## src/hw/rtl/bump_arena_allocator_macros.svh

```systemverilog
// ----------------------------------------------------------------------------
// Bump arena allocator assertion macros
// Concurrent assertion shorthands; empty when SYNTHESIS is defined.
// ----------------------------------------------------------------------------
`ifndef BUMP_ARENA_ALLOCATOR_MACROS_SVH
`define BUMP_ARENA_ALLOCATOR_MACROS_SVH

`ifndef SYNTHESIS
`define BBA_ASSERT_IMP(label, clk, rst_n, ante, cons) \
	label: assert property (@(posedge clk) disable iff (!rst_n) (ante) |-> (cons)) \
		else $error("assertion failed");
`define BBA_ASSERT_NXT(label, clk, rst_n, ante, cons) \
	label: assert property (@(posedge clk) disable iff (!rst_n) (ante) |=> (cons)) \
		else $error("assertion failed");
`else
`define BBA_ASSERT_IMP(label, clk, rst_n, ante, cons)
`define BBA_ASSERT_NXT(label, clk, rst_n, ante, cons)
`endif

`endif

```

## src/hw/rtl/bba_pkg.sv

```systemverilog
// ----------------------------------------------------------------------------
// Bump arena allocator package
// Action and register codes, request and configuration types.
// ----------------------------------------------------------------------------
package bba_pkg;

	localparam logic [2:0] ACT_PUSH      = 3'd0;
	localparam logic [2:0] ACT_PUSH_ZERO = 3'd1;
	localparam logic [2:0] ACT_POP       = 3'd2;
	localparam logic [2:0] ACT_CLEAR     = 3'd3;
	localparam logic [2:0] ACT_SAVE      = 3'd4;
	localparam logic [2:0] ACT_RESTORE   = 3'd5;

	localparam logic [1:0] CFG_ARENA  = 2'd0;
	localparam logic [1:0] CFG_HEADER = 2'd1;
	localparam logic [1:0] CFG_BASE   = 2'd2;

	localparam logic [31:0] ARENA_RST  = 32'd65536;
	localparam logic [12:0] HEADER_RST = 13'd64;
	localparam logic [31:0] BASE_RST   = 32'd0;

	typedef struct packed {
		logic [2:0]  action;
		logic [31:0] need;
		logic [12:0] amask;
	} bba_req_t;

	typedef struct packed {
		logic [31:0] arena;
		logic [12:0] header;
		logic [31:0] base;
	} bba_cfg_t;

endpackage

```

## src/hw/rtl/bump_arena_allocator.sv

```systemverilog
// Throughput: one item per cycle while out_stall is low; size * count is formed in
// the input register, the offset fit check and state update sit between that and
// the result register.
// Reset: offsets and checkpoint return to 64, arena 65536, header 64, base 0.
// ----------------------------------------------------------------------------
// Bump arena allocator top level
// Configuration registers and the two-stage request pipeline.
// ----------------------------------------------------------------------------
module bump_arena_allocator import bba_pkg::*; #(
	parameter int ADDR_BITS = 32
) (
	input  logic        clk,
	input  logic        arst_n,
	input  logic        cfg_valid,
	output logic        cfg_ready,
	input  logic [1:0]  cfg_index,
	input  logic [31:0] cfg_data,
	input  logic        in_valid,
	output logic        in_stall,
	input  logic [2:0]  action,
	input  logic [15:0] elem_size,
	input  logic [12:0] align,
	input  logic [15:0] elem_count,
	output logic        out_valid,
	input  logic        out_stall,
	output logic [31:0] address,
	output logic        status,
	output logic        zero_fill,
	output logic [31:0] offset_now
);

	bba_cfg_t cfg_q;
	bba_req_t req_s1;
	logic     valid_s1;
	logic     exec_ready;

	assign cfg_ready = 1'b1;

	always_ff @(posedge clk or negedge arst_n) begin
		if (!arst_n) begin
			cfg_q.arena  <= ARENA_RST;
			cfg_q.header <= HEADER_RST;
			cfg_q.base   <= BASE_RST;
		end else if (cfg_valid && cfg_ready) begin
			unique case (cfg_index)
				CFG_ARENA:  cfg_q.arena  <= cfg_data;
				CFG_HEADER: cfg_q.header <= cfg_data[12:0];
				CFG_BASE:   cfg_q.base   <= cfg_data;
				default: ;
			endcase
		end
	end

	bba_in_stage u_in (
		.clk        (clk),
		.arst_n     (arst_n),
		.in_valid   (in_valid),
		.in_stall   (in_stall),
		.action     (action),
		.elem_size  (elem_size),
		.align      (align),
		.elem_count (elem_count),
		.exec_ready (exec_ready),
		.valid_s1   (valid_s1),
		.req_s1     (req_s1)
	);

	bba_exec #(
		.ADDR_BITS (ADDR_BITS)
	) u_exec (
		.clk        (clk),
		.arst_n     (arst_n),
		.valid_s1   (valid_s1),
		.req_s1     (req_s1),
		.exec_ready (exec_ready),
		.cfg        (cfg_q),
		.out_valid  (out_valid),
		.out_stall  (out_stall),
		.address    (address),
		.status     (status),
		.zero_fill  (zero_fill),
		.offset_now (offset_now)
	);

endmodule

```

## src/hw/rtl/bba_in_stage.sv

```systemverilog
// ----------------------------------------------------------------------------
// Bump arena allocator input stage
// Registers a request, forms size * count and the alignment mask.
// ----------------------------------------------------------------------------
module bba_in_stage import bba_pkg::*; (
	input  logic        clk,
	input  logic        arst_n,
	input  logic        in_valid,
	output logic        in_stall,
	input  logic [2:0]  action,
	input  logic [15:0] elem_size,
	input  logic [12:0] align,
	input  logic [15:0] elem_count,
	input  logic        exec_ready,
	output logic        valid_s1,
	output bba_req_t    req_s1
);

	logic        take;
	logic [12:0] align_eff;

	assign take      = !valid_s1 || exec_ready;
	assign in_stall  = !take;
	assign align_eff = (align == 13'd0) ? 13'd1 : align;

	always_ff @(posedge clk or negedge arst_n) begin
		if (!arst_n) begin
			valid_s1 <= 1'b0;
		end else if (take) begin
			valid_s1 <= in_valid;
		end
	end

	always_ff @(posedge clk) begin
		if (take && in_valid) begin
			req_s1.action <= action;
			req_s1.need   <= elem_size * elem_count;
			req_s1.amask  <= align_eff - 13'd1;
		end
	end

endmodule

```

## src/hw/rtl/bba_exec.sv

```systemverilog
// ----------------------------------------------------------------------------
// Bump arena allocator execute stage
// Offset state, fit checks and the result register.
// ----------------------------------------------------------------------------
`include "bump_arena_allocator_macros.svh"

module bba_exec import bba_pkg::*; #(
	parameter int ADDR_BITS = 32
) (
	input  logic        clk,
	input  logic        arst_n,
	input  logic        valid_s1,
	input  bba_req_t    req_s1,
	output logic        exec_ready,
	input  bba_cfg_t    cfg,
	output logic        out_valid,
	input  logic        out_stall,
	output logic [31:0] address,
	output logic        status,
	output logic        zero_fill,
	output logic [31:0] offset_now
);

	localparam logic [31:0] AddrMask = (ADDR_BITS >= 32) ? 32'hFFFF_FFFF :
		32'((64'd1 << ADDR_BITS) - 64'd1);

	logic [31:0] cur_q, last_q, ckpt_q, ckpt_last_q;
	logic [31:0] cur_d, last_d, ckpt_d, ckpt_last_d;
	logic        fire;
	logic [12:0] pad;
	logic [31:0] cur_pad;
	logic [33:0] push_sum;
	logic [32:0] pop_take;
	logic [31:0] hdr32;
	logic [31:0] pop_room;
	logic [31:0] pop_new;
	logic        push_fail, pop_fail;
	logic [31:0] blk_off;
	logic [31:0] addr_d;
	logic        fail_d, zf_d, has_addr;

	assign exec_ready = !out_valid || !out_stall;
	assign fire       = valid_s1 && exec_ready;

	assign hdr32    = {19'd0, cfg.header};
	assign pad      = (~cur_q[12:0] + 13'd1) & req_s1.amask;
	assign cur_pad  = cur_q + {19'd0, pad};
	assign push_sum = {2'b00, cur_q} + {21'd0, pad} + {2'b00, req_s1.need};
	assign push_fail = push_sum > {2'b00, cfg.arena};
	assign pop_take = {20'd0, pad} + {1'b0, req_s1.need};
	assign pop_room = cur_q - hdr32;
	assign pop_fail = (cur_q < hdr32) || (pop_take > {1'b0, pop_room});
	assign pop_new  = cur_q - {19'd0, pad} - req_s1.need;

	always_comb begin
		cur_d       = cur_q;
		last_d      = last_q;
		ckpt_d      = ckpt_q;
		ckpt_last_d = ckpt_last_q;
		fail_d      = 1'b0;
		zf_d        = 1'b0;
		has_addr    = 1'b0;
		blk_off     = cur_pad;
		unique case (req_s1.action)
			ACT_PUSH, ACT_PUSH_ZERO: begin
				if (push_fail) begin
					fail_d = 1'b1;
				end else begin
					has_addr = 1'b1;
					last_d   = cur_q;
					cur_d    = push_sum[31:0];
					zf_d     = (req_s1.action == ACT_PUSH_ZERO);
				end
			end
			ACT_POP: begin
				blk_off = pop_new;
				if (pop_fail) begin
					fail_d = 1'b1;
				end else begin
					has_addr = 1'b1;
					last_d   = cur_q;
					cur_d    = pop_new;
				end
			end
			ACT_CLEAR: begin
				last_d = cur_q;
				cur_d  = hdr32;
			end
			ACT_SAVE: begin
				ckpt_d      = cur_q;
				ckpt_last_d = last_q;
			end
			ACT_RESTORE: begin
				cur_d  = ckpt_q;
				last_d = ckpt_last_q;
			end
			default: begin
				fail_d = 1'b1;
			end
		endcase
		addr_d = has_addr ? ((cfg.base + blk_off) & AddrMask) : 32'd0;
	end

	always_ff @(posedge clk or negedge arst_n) begin
		if (!arst_n) begin
			cur_q       <= {19'd0, HEADER_RST};
			last_q      <= {19'd0, HEADER_RST};
			ckpt_q      <= {19'd0, HEADER_RST};
			ckpt_last_q <= {19'd0, HEADER_RST};
			out_valid   <= 1'b0;
		end else begin
			if (exec_ready) begin
				out_valid <= valid_s1;
			end
			if (fire) begin
				cur_q       <= cur_d;
				last_q      <= last_d;
				ckpt_q      <= ckpt_d;
				ckpt_last_q <= ckpt_last_d;
			end
		end
	end

	always_ff @(posedge clk) begin
		if (fire) begin
			address    <= addr_d;
			status     <= fail_d;
			zero_fill  <= zf_d;
			offset_now <= cur_d;
		end
	end

	`BBA_ASSERT_IMP(a_zf_ok, clk, arst_n, out_valid && zero_fill, !status)
	`BBA_ASSERT_NXT(a_fail_hold, clk, arst_n, fire && fail_d, $stable(cur_q) && $stable(last_q))
	`BBA_ASSERT_NXT(a_push_fits, clk, arst_n, fire && has_addr && (req_s1.action != ACT_POP), cur_q <= $past(cfg.arena))
	`BBA_ASSERT_NXT(a_result_cur, clk, arst_n, fire, offset_now == cur_q)

endmodule

```

## config.mk

```make
export PLATFORM = sky130hd
export DESIGN_NAME = bump_arena_allocator
export DESIGN_NICKNAME = d
export VERILOG_FILES = /design/src/hw/rtl/bba_pkg.sv /design/src/hw/rtl/bump_arena_allocator.sv /design/src/hw/rtl/bba_in_stage.sv /design/src/hw/rtl/bba_exec.sv
export VERILOG_INCLUDE_DIRS = /design/src /design/src/hw/rtl
export SDC_FILE = /design/constraint.sdc
export NUM_CORES = 2
export LEC_CHECK = 0
export BUFFER_PORTS_ARGS = -buffer_cell sky130_fd_sc_hd__clkbuf_2
export CAP_MARGIN = 20
export CORE_ASPECT_RATIO = 0.6
export CORE_MARGIN = 10
export CORE_UTILIZATION = 40
export DETAILED_ROUTE_END_ITERATION = 8
export MAX_ROUTING_LAYER = met4
export PLACE_DENSITY = 0.56
export SKIP_LAST_GASP = 1
export SYNTH_ARGS = -nofsm -noshare
export SYNTH_HDL_FRONTEND = slang
export SYNTH_SLANG_ARGS = --single-unit
```

## constraint.sdc

```tcl
create_clock -name clk -period 13.9 [get_ports clk]
set_clock_uncertainty 0.05 [all_clocks]
set_input_delay 2.78 -clock clk [delete_from_list [all_inputs] [get_ports clk]]
set_output_delay 2.78 -clock clk [all_outputs]
set_load 0.02 [all_outputs]
```

# --- After elaboration in Yosys (flattened, before gate mapping) ---
# Index checks and enable logic that the tools add are counted.
op_classes:
  add_sub_neg: 10
  multipliers: 1
  n_lt_le_gt_ge: 3
  n_eq_ne: 7
  mux: 11
  bitwise_logic: 3
  n_reduce_logical: 19
op_table:
  columns: ["op", "count"]
  rows:
  - ["32-bit one-hot mux with 4 select lines", 1]
  - ["32-bit two-way mux", 3]
  - ["32-bit by 13-bit subtractor with 32-bit output", 2]
  - ["34-bit by 32-bit adder with 34-bit output", 1]
  - ["34-bit by 32-bit greater-than comparator with 1-bit output", 1]
  - ["13-bit by 32-bit adder with 33-bit output", 1]
  - ["32-bit by 13-bit adder with 33-bit output", 1]
  - ["33-bit by 32-bit greater-than comparator with 1-bit output", 1]
  - ["32-bit by 13-bit adder with 32-bit output", 1]
  - ["32-bit adder", 1]
  - ["32-bit by 13-bit < comparator with 1-bit output", 1]
  - ["16-bit by 16-bit multiplier with 32-bit output", 1]
  - ["32-bit subtractor", 1]
  - ["13-bit by 1-bit adder with 13-bit output, second input constant", 1]
  - ["13-bit bitwise AND", 1]
  - ["13-bit logical NOT", 1]
  - ["13-bit two-way mux", 1]
  - ["13-bit inverter", 1]
  - ["13-bit by 1-bit subtractor with 13-bit output, second input constant", 1]
  - ["2-bit AND reduction", 4]
  - ["3-bit by 2-bit equality test with 1-bit output, second input constant", 2]
  - ["3-bit equality test, second input constant", 2]
  - ["1-bit logical NOT", 4]
  - ["1-bit two-way mux", 4]
  - ["other kinds (12)", 16]
totals:
  register_bits: 257
  inputBits: 87
  output_inout_bits: 69
  word_cells: 68

# --- Depth between registers and ports, before layout ---
logic_depth:
  word_depth: 8
  mapped_depth: 40

# --- Hierarchy ---
# Synthesis repeated with hierarchy kept, for this count alone.
hier_totals:
  cells_unflattened: 3211
  area_unflattened_um2: 29842.4
by_module_without_submodules:
  columns: ["module", "n_inst", "cells_each", "area_each_um2", "seq_area_each_um2"]
  rows:
  - ["bba_exec", 1, 1976, 16749.8, 3611.0]
  - ["bba_in_stage", 1, 1069, 10191.0, 1466.4]
  - ["bump_arena_allocator", 1, 166, 2901.5, 1929.4]

# --- Least setup slack after synthesis ---
# No wires, ideal clock.
synth_timing:
  path_type: "input to register"
  from: "input port elem_count[6]"
  to: "register u_in.req_s1[38] (netlist name)"
  setup_ps: 258
  arrival_time_ps: 8766
  slack_ps: 4825
  stages: 23
  path_buffers: 1
  cell_sequence: "clkbuf_1 > nand2_1 > fa_1 > inv_1 > fa_1 > fa_1 > fa_1 > inv_1 > fa_1 > inv_1 > fa_1 > ha_1 > and2_1 > a221o_1 > a21oi_1 > o31ai_1 > a221oi_1 > o21ai_0 > o31ai_1 > a21o_1 > a21boi_0 > nor2_1 > xnor2_1"
synth_via:
  elab_chain_len: 1
synth_rtl:
  columns: ["element", "line", "rtl"]
  rows:
  - ["from (decl)", "bump_arena_allocator.sv:23", "input logic [15:0] elem_count,"]
  - ["16-bit by 16-bit multiplier with 32-bit output", "bba_in_stage.sv:37", "req_s1.need <= elem_size * elem_count;"]
# No other way between the ends.
# A chain may end at the register's enable or synchronous reset.

# --- Worst setup path after layout ---
layout_timing:
  from: "register u_exec.cur_q[1]"
  to: "register u_exec.cur_q[8]"
layout_via:
  elab_chain_len: 8
  elab_cells_between_ends: 16
  classes_between: "add/sub: 7; order compare: 3; mux: 3; bitwise: 2; reduce/logical: 1"
layout_rtl:
  columns: ["element", "line", "rtl"]
  rows:
  - ["from (decl)", "bba_exec.sv:27", "logic [31:0] cur_q, last_q, ckpt_q, ckpt_last_q;"]
  - ["from (signal assigned)", "bba_exec.sv:106", "cur_q <= {19'd0, HEADER_RST};"]
  - ["from (signal assigned)", "bba_exec.sv:116", "cur_q <= cur_d;"]
  - ["13-bit inverter", "bba_exec.sv:46", "assign pad = (~cur_q[12:0] + 13'd1) & req_s1.amask;"]
  - ["13-bit by 1-bit adder with 13-bit output", "bba_exec.sv:46", null]
  - ["13-bit bitwise AND", "bba_exec.sv:46", null]
  - ["32-bit by 13-bit adder with 33-bit output or 13-bit by 32-bit adder with 33-bit output (tied branches)", "bba_exec.sv:48, bba_exec.sv:50", null]
  - ["34-bit by 32-bit adder with 34-bit output or 33-bit by 32-bit greater-than comparator with 1-bit output (tied branches)", "bba_exec.sv:48, bba_exec.sv:52", null]
  - ["34-bit by 32-bit greater-than comparator with 1-bit output or 1-bit logical OR (tied branches)", "bba_exec.sv:49, bba_exec.sv:52", null]
  - ["32-bit two-way mux, on equally long branches", "bba_exec.sv:66, bba_exec.sv:77", null]
  - ["32-bit one-hot mux with 4 select lines (*)", "bba_exec.sv:64", "unique case (req_s1.action)"]
# Mark *: on every way between the ends. The rest lies on a longest branch, timed or not.

==> results.md <==
* Routed WL per cell at 19.1 um
* Slowest-stage cell, CP: a21oi_1
* Max H-tree Level at 1
* Detailed-route via count at 23200
* Initial antenna violation count at 2
* # fillers at 7032
* Crit path largest cell delay at 860 ps
* Fraction of registers with async set/reset at 0.556
* Post-CTS setup buffer count at 0
* Final Critical Period at 10290 ps
* Mean post-synth cell area at 8.92 um^2
* WP data required at 14310 ps
* Crit path kind: reg2reg
* Die X at 367 um
* Clk_lat worst skew at 580 ps
* Max-cap violations at 0
* Clock Sinks at 257
* Post-synth top area share at 0.146
* Via-to-Cell Ratio at 5.35
* Post_cts resized at 0
* Register area at 7010 um^2
* Mapped Nets at 3863
* Area of the multi-input gates at 19900 um^2
* Yosys warns at 0
* Final Slew Violations at 0
* Critical Path Fanout Max at 16
* Std-Cell Rows at 76
* Max Clock Freq at 97.2 MHz
* Hold Path Depth at 1
* Clock tree root buffer cell: clkbuf_16
* Clk slew on worst S/H paths at 80 ps
* GRT Util Overall at 0.201
* NumNets Final at 3957
* Post-synth EDFFs at 114
* Largest net degree at the start of global routing at 83
* Global-route wire length before repair at 133 mm
* Core area at 71600 um^2
* Max-slew headroom at 0.170
* Mapped Cells at 3238
* Initial drt markers at 1941
* Final worst path period share at 0.740
* Seq/Total Area, Yosys at 0.243
* TritonCTS clock tree: yes
* HPWL after DPL at 66.5 mm
* DIE AREA at 83700 um^2
* Layer with the highest usage: met1
* Vias in the first global route at 22900
* Die Ht at 228 um
* Status: finished clean
* Synth area leaders: fa_1 15%, ha_1 14%, dfrtp_1 12%
* Share of layout cells above drive strength 1 at 0.0940
* WHS Endpoint: u_exec.out_valid
* Syn-to-layout area delta at 9.31%
* GPL Wtd Cong at 0.931
* # DRC at 0
* Post-route setup TNS at 0 ps
* Worst Path Arrival at 10700 ps
* R2R Path End: u_exec.cur_q[8]
* Reg2reg path depth at 34
* Largest area contributor in the netlist: fa_1
* Total gr overflow at 0
* Worst Tran Pin Value at 1230 ps
* Detail Route Antenna Nets at 0
* Starting Density at 0.403
* I/O pin count at 156
* Routing usage on met2 at 0.294
* Reg-to-reg startpoint: u_exec.cur_q[1]
* Mapped Area at 28900 um^2
* Clock Path Buffers at 3
* Synth Flop Type: dfrtp_1
* Yosys cell types at 88
* Hold_buf cts at 0
* Reg2reg setup slack at 3610 ps
* Total CTS buffers at 26
* Crit end category: register
* # setup viols final at 0
* Hold Path Class: reg2reg
* Hold Crit Start: u_in.valid_s1
* Number of synthesized register bits at 257
* CP Launch Type: register
* Met1 global-route usage at 0.301
* Met3 Use GR at 0.0256
* Final hold violations at 0
* IO Port Bufs at 154
* Post-Route WL at 82.5 mm
* RSZ-0062 raised after global routing: false
* DRT Pass-1 Iters at 6
[state kept, by name, summed over array words and instances (netlist names)]
signal,flops
u_in.valid_s1,1
u_exec.zero_fill,1
u_exec.offset_now,32
u_exec.ckpt_q,32
cfg_q,77
u_exec.address,32
u_exec.status,1
u_exec.out_valid,1
u_in.req_s1,48
u_exec.cur_q,32
[layout by cell type (no fill, tap or decap), types with 7 or more instances in the layout]
master,count
a211oi_1,9
a21boi_0,10
a21o_1,81
a21oi_1,157
a221o_1,7
a221oi_1,15
a222oi_1,16
a22o_1,15
a31oi_1,21
and2_1,114
and3_1,24
buf_4,22
clkbuf_16,29
clkbuf_2,153
dfrtp_1,139
edfxtp_1,114
fa_1,211
ha_1,327
inv_1,419
mux2_2,64
nand2_1,426
nand2b_1,28
nand3_1,56
nand4_1,34
nor2_1,173
nor2b_1,19
nor3_1,37
nor4_1,10
o211ai_1,14
o21a_1,23
o21ai_0,155
o21bai_1,24
o221ai_1,8
o22ai_1,8
o2bb2ai_1,25
o31ai_1,11
or3_1,10
xnor2_1,145
xor2_1,65
[metrics by stage]
| stage | utilization | hold slack (ps) | area [um^2] | setup slack, ps | cells |
|---|---|---|---|---|---|
| 2_1_floorplan | - | 391 | 28900 | 4830 | 3238 |
| 3_3_place_gp | 0.427 | 410 | 30600 | 4050 | 4279 |
| 3_5_place_dp | 0.427 | 420 | 30600 | 3970 | 4279 |
| 4_1_cts | 0.441 | 436 | 31600 | 4050 | 4327 |
| 5_1_grt | 0.441 | 447 | 31600 | 3060 | 4329 |
| 6_report | 0.441 | 435 | 31600 | 3610 | 4329 |
[how the worst max path moves through the flow]
stage | startpoint | endpoint | slack [ps] | cells past startpoint
final | u_exec.cur_q[1] | u_exec.cur_q[8] | 3610 | 34
after detailed placement | elem_count[6] | u_in.req_s1[38] | 3970 | 23
after global routing | u_exec.cur_q[1] | u_exec.cur_q[8] | 3060 | 34
after floorplan | elem_count[6] | u_in.req_s1[38] | 4830 | 23
after CTS | u_exec.cur_q[1] | u_exec.status | 4050 | 33
after global placement | elem_count[6] | u_in.req_s1[38] | 4050 | 21
[synth_stat cells, types with 81 or more instances]
cell type / count
nand2_1: 426
o21ai_0: 155
edfxtp_1: 114
fa_1: 211
clkbuf_1: 91
dfrtp_1: 139
a21o_1: 81
inv_1: 420
and2_1: 115
ha_1: 327
a21oi_1: 157
xnor2_1: 145
nor2_1: 174
[cells by family after synthesis]
kind of cell / after synthesis / share of synthesized area
muxes: 66 / 0.0257
buffers and inverters: 532 / 0.0706
adders and majority gates: 538 / 0.288
xor gates and xnor gates: 210 / 0.0637
DFF: 257 / 0.243
AOI/OAI and AO/OA: 657 / 0.151
and+or+nand+nor: 977 / 0.158
other: 1 / 0.000130
[critical path: cells and delay by family (launching register included)]
family / cells / cell delay [ps]
XOR/XNOR: 2 / 540
AND/OR/NAND/NOR: 11 / 3270
adder cells (fa/ha/maj): 3 / 930
AO/OA/AOI/OAI: 16 / 4270
buffers and inverters: 2 / 460
flip-flops: 1 / 600
[layout make-up]
type,count,share of cell area
clock buffers,34,0.0249
clock inverters,14,0.00500
repair buffers,176,0.0299
inverters,422,0.0502
well taps,975,0.0387
multi-input cells,2449,0.629
diodes,2,0.000159
flip-flops and latches,257,0.222
[routing by layer]
layer	up-vias	part of all wire
met5	-	0
met4	0	0.014
met3	73	0.062
met2	674	0.42
met1	11200	0.50
li1	11200	-
Power is left out: the tool's default activity adds up to more than one toggle a clock period on the data nets, which glitch-free logic cannot reach.
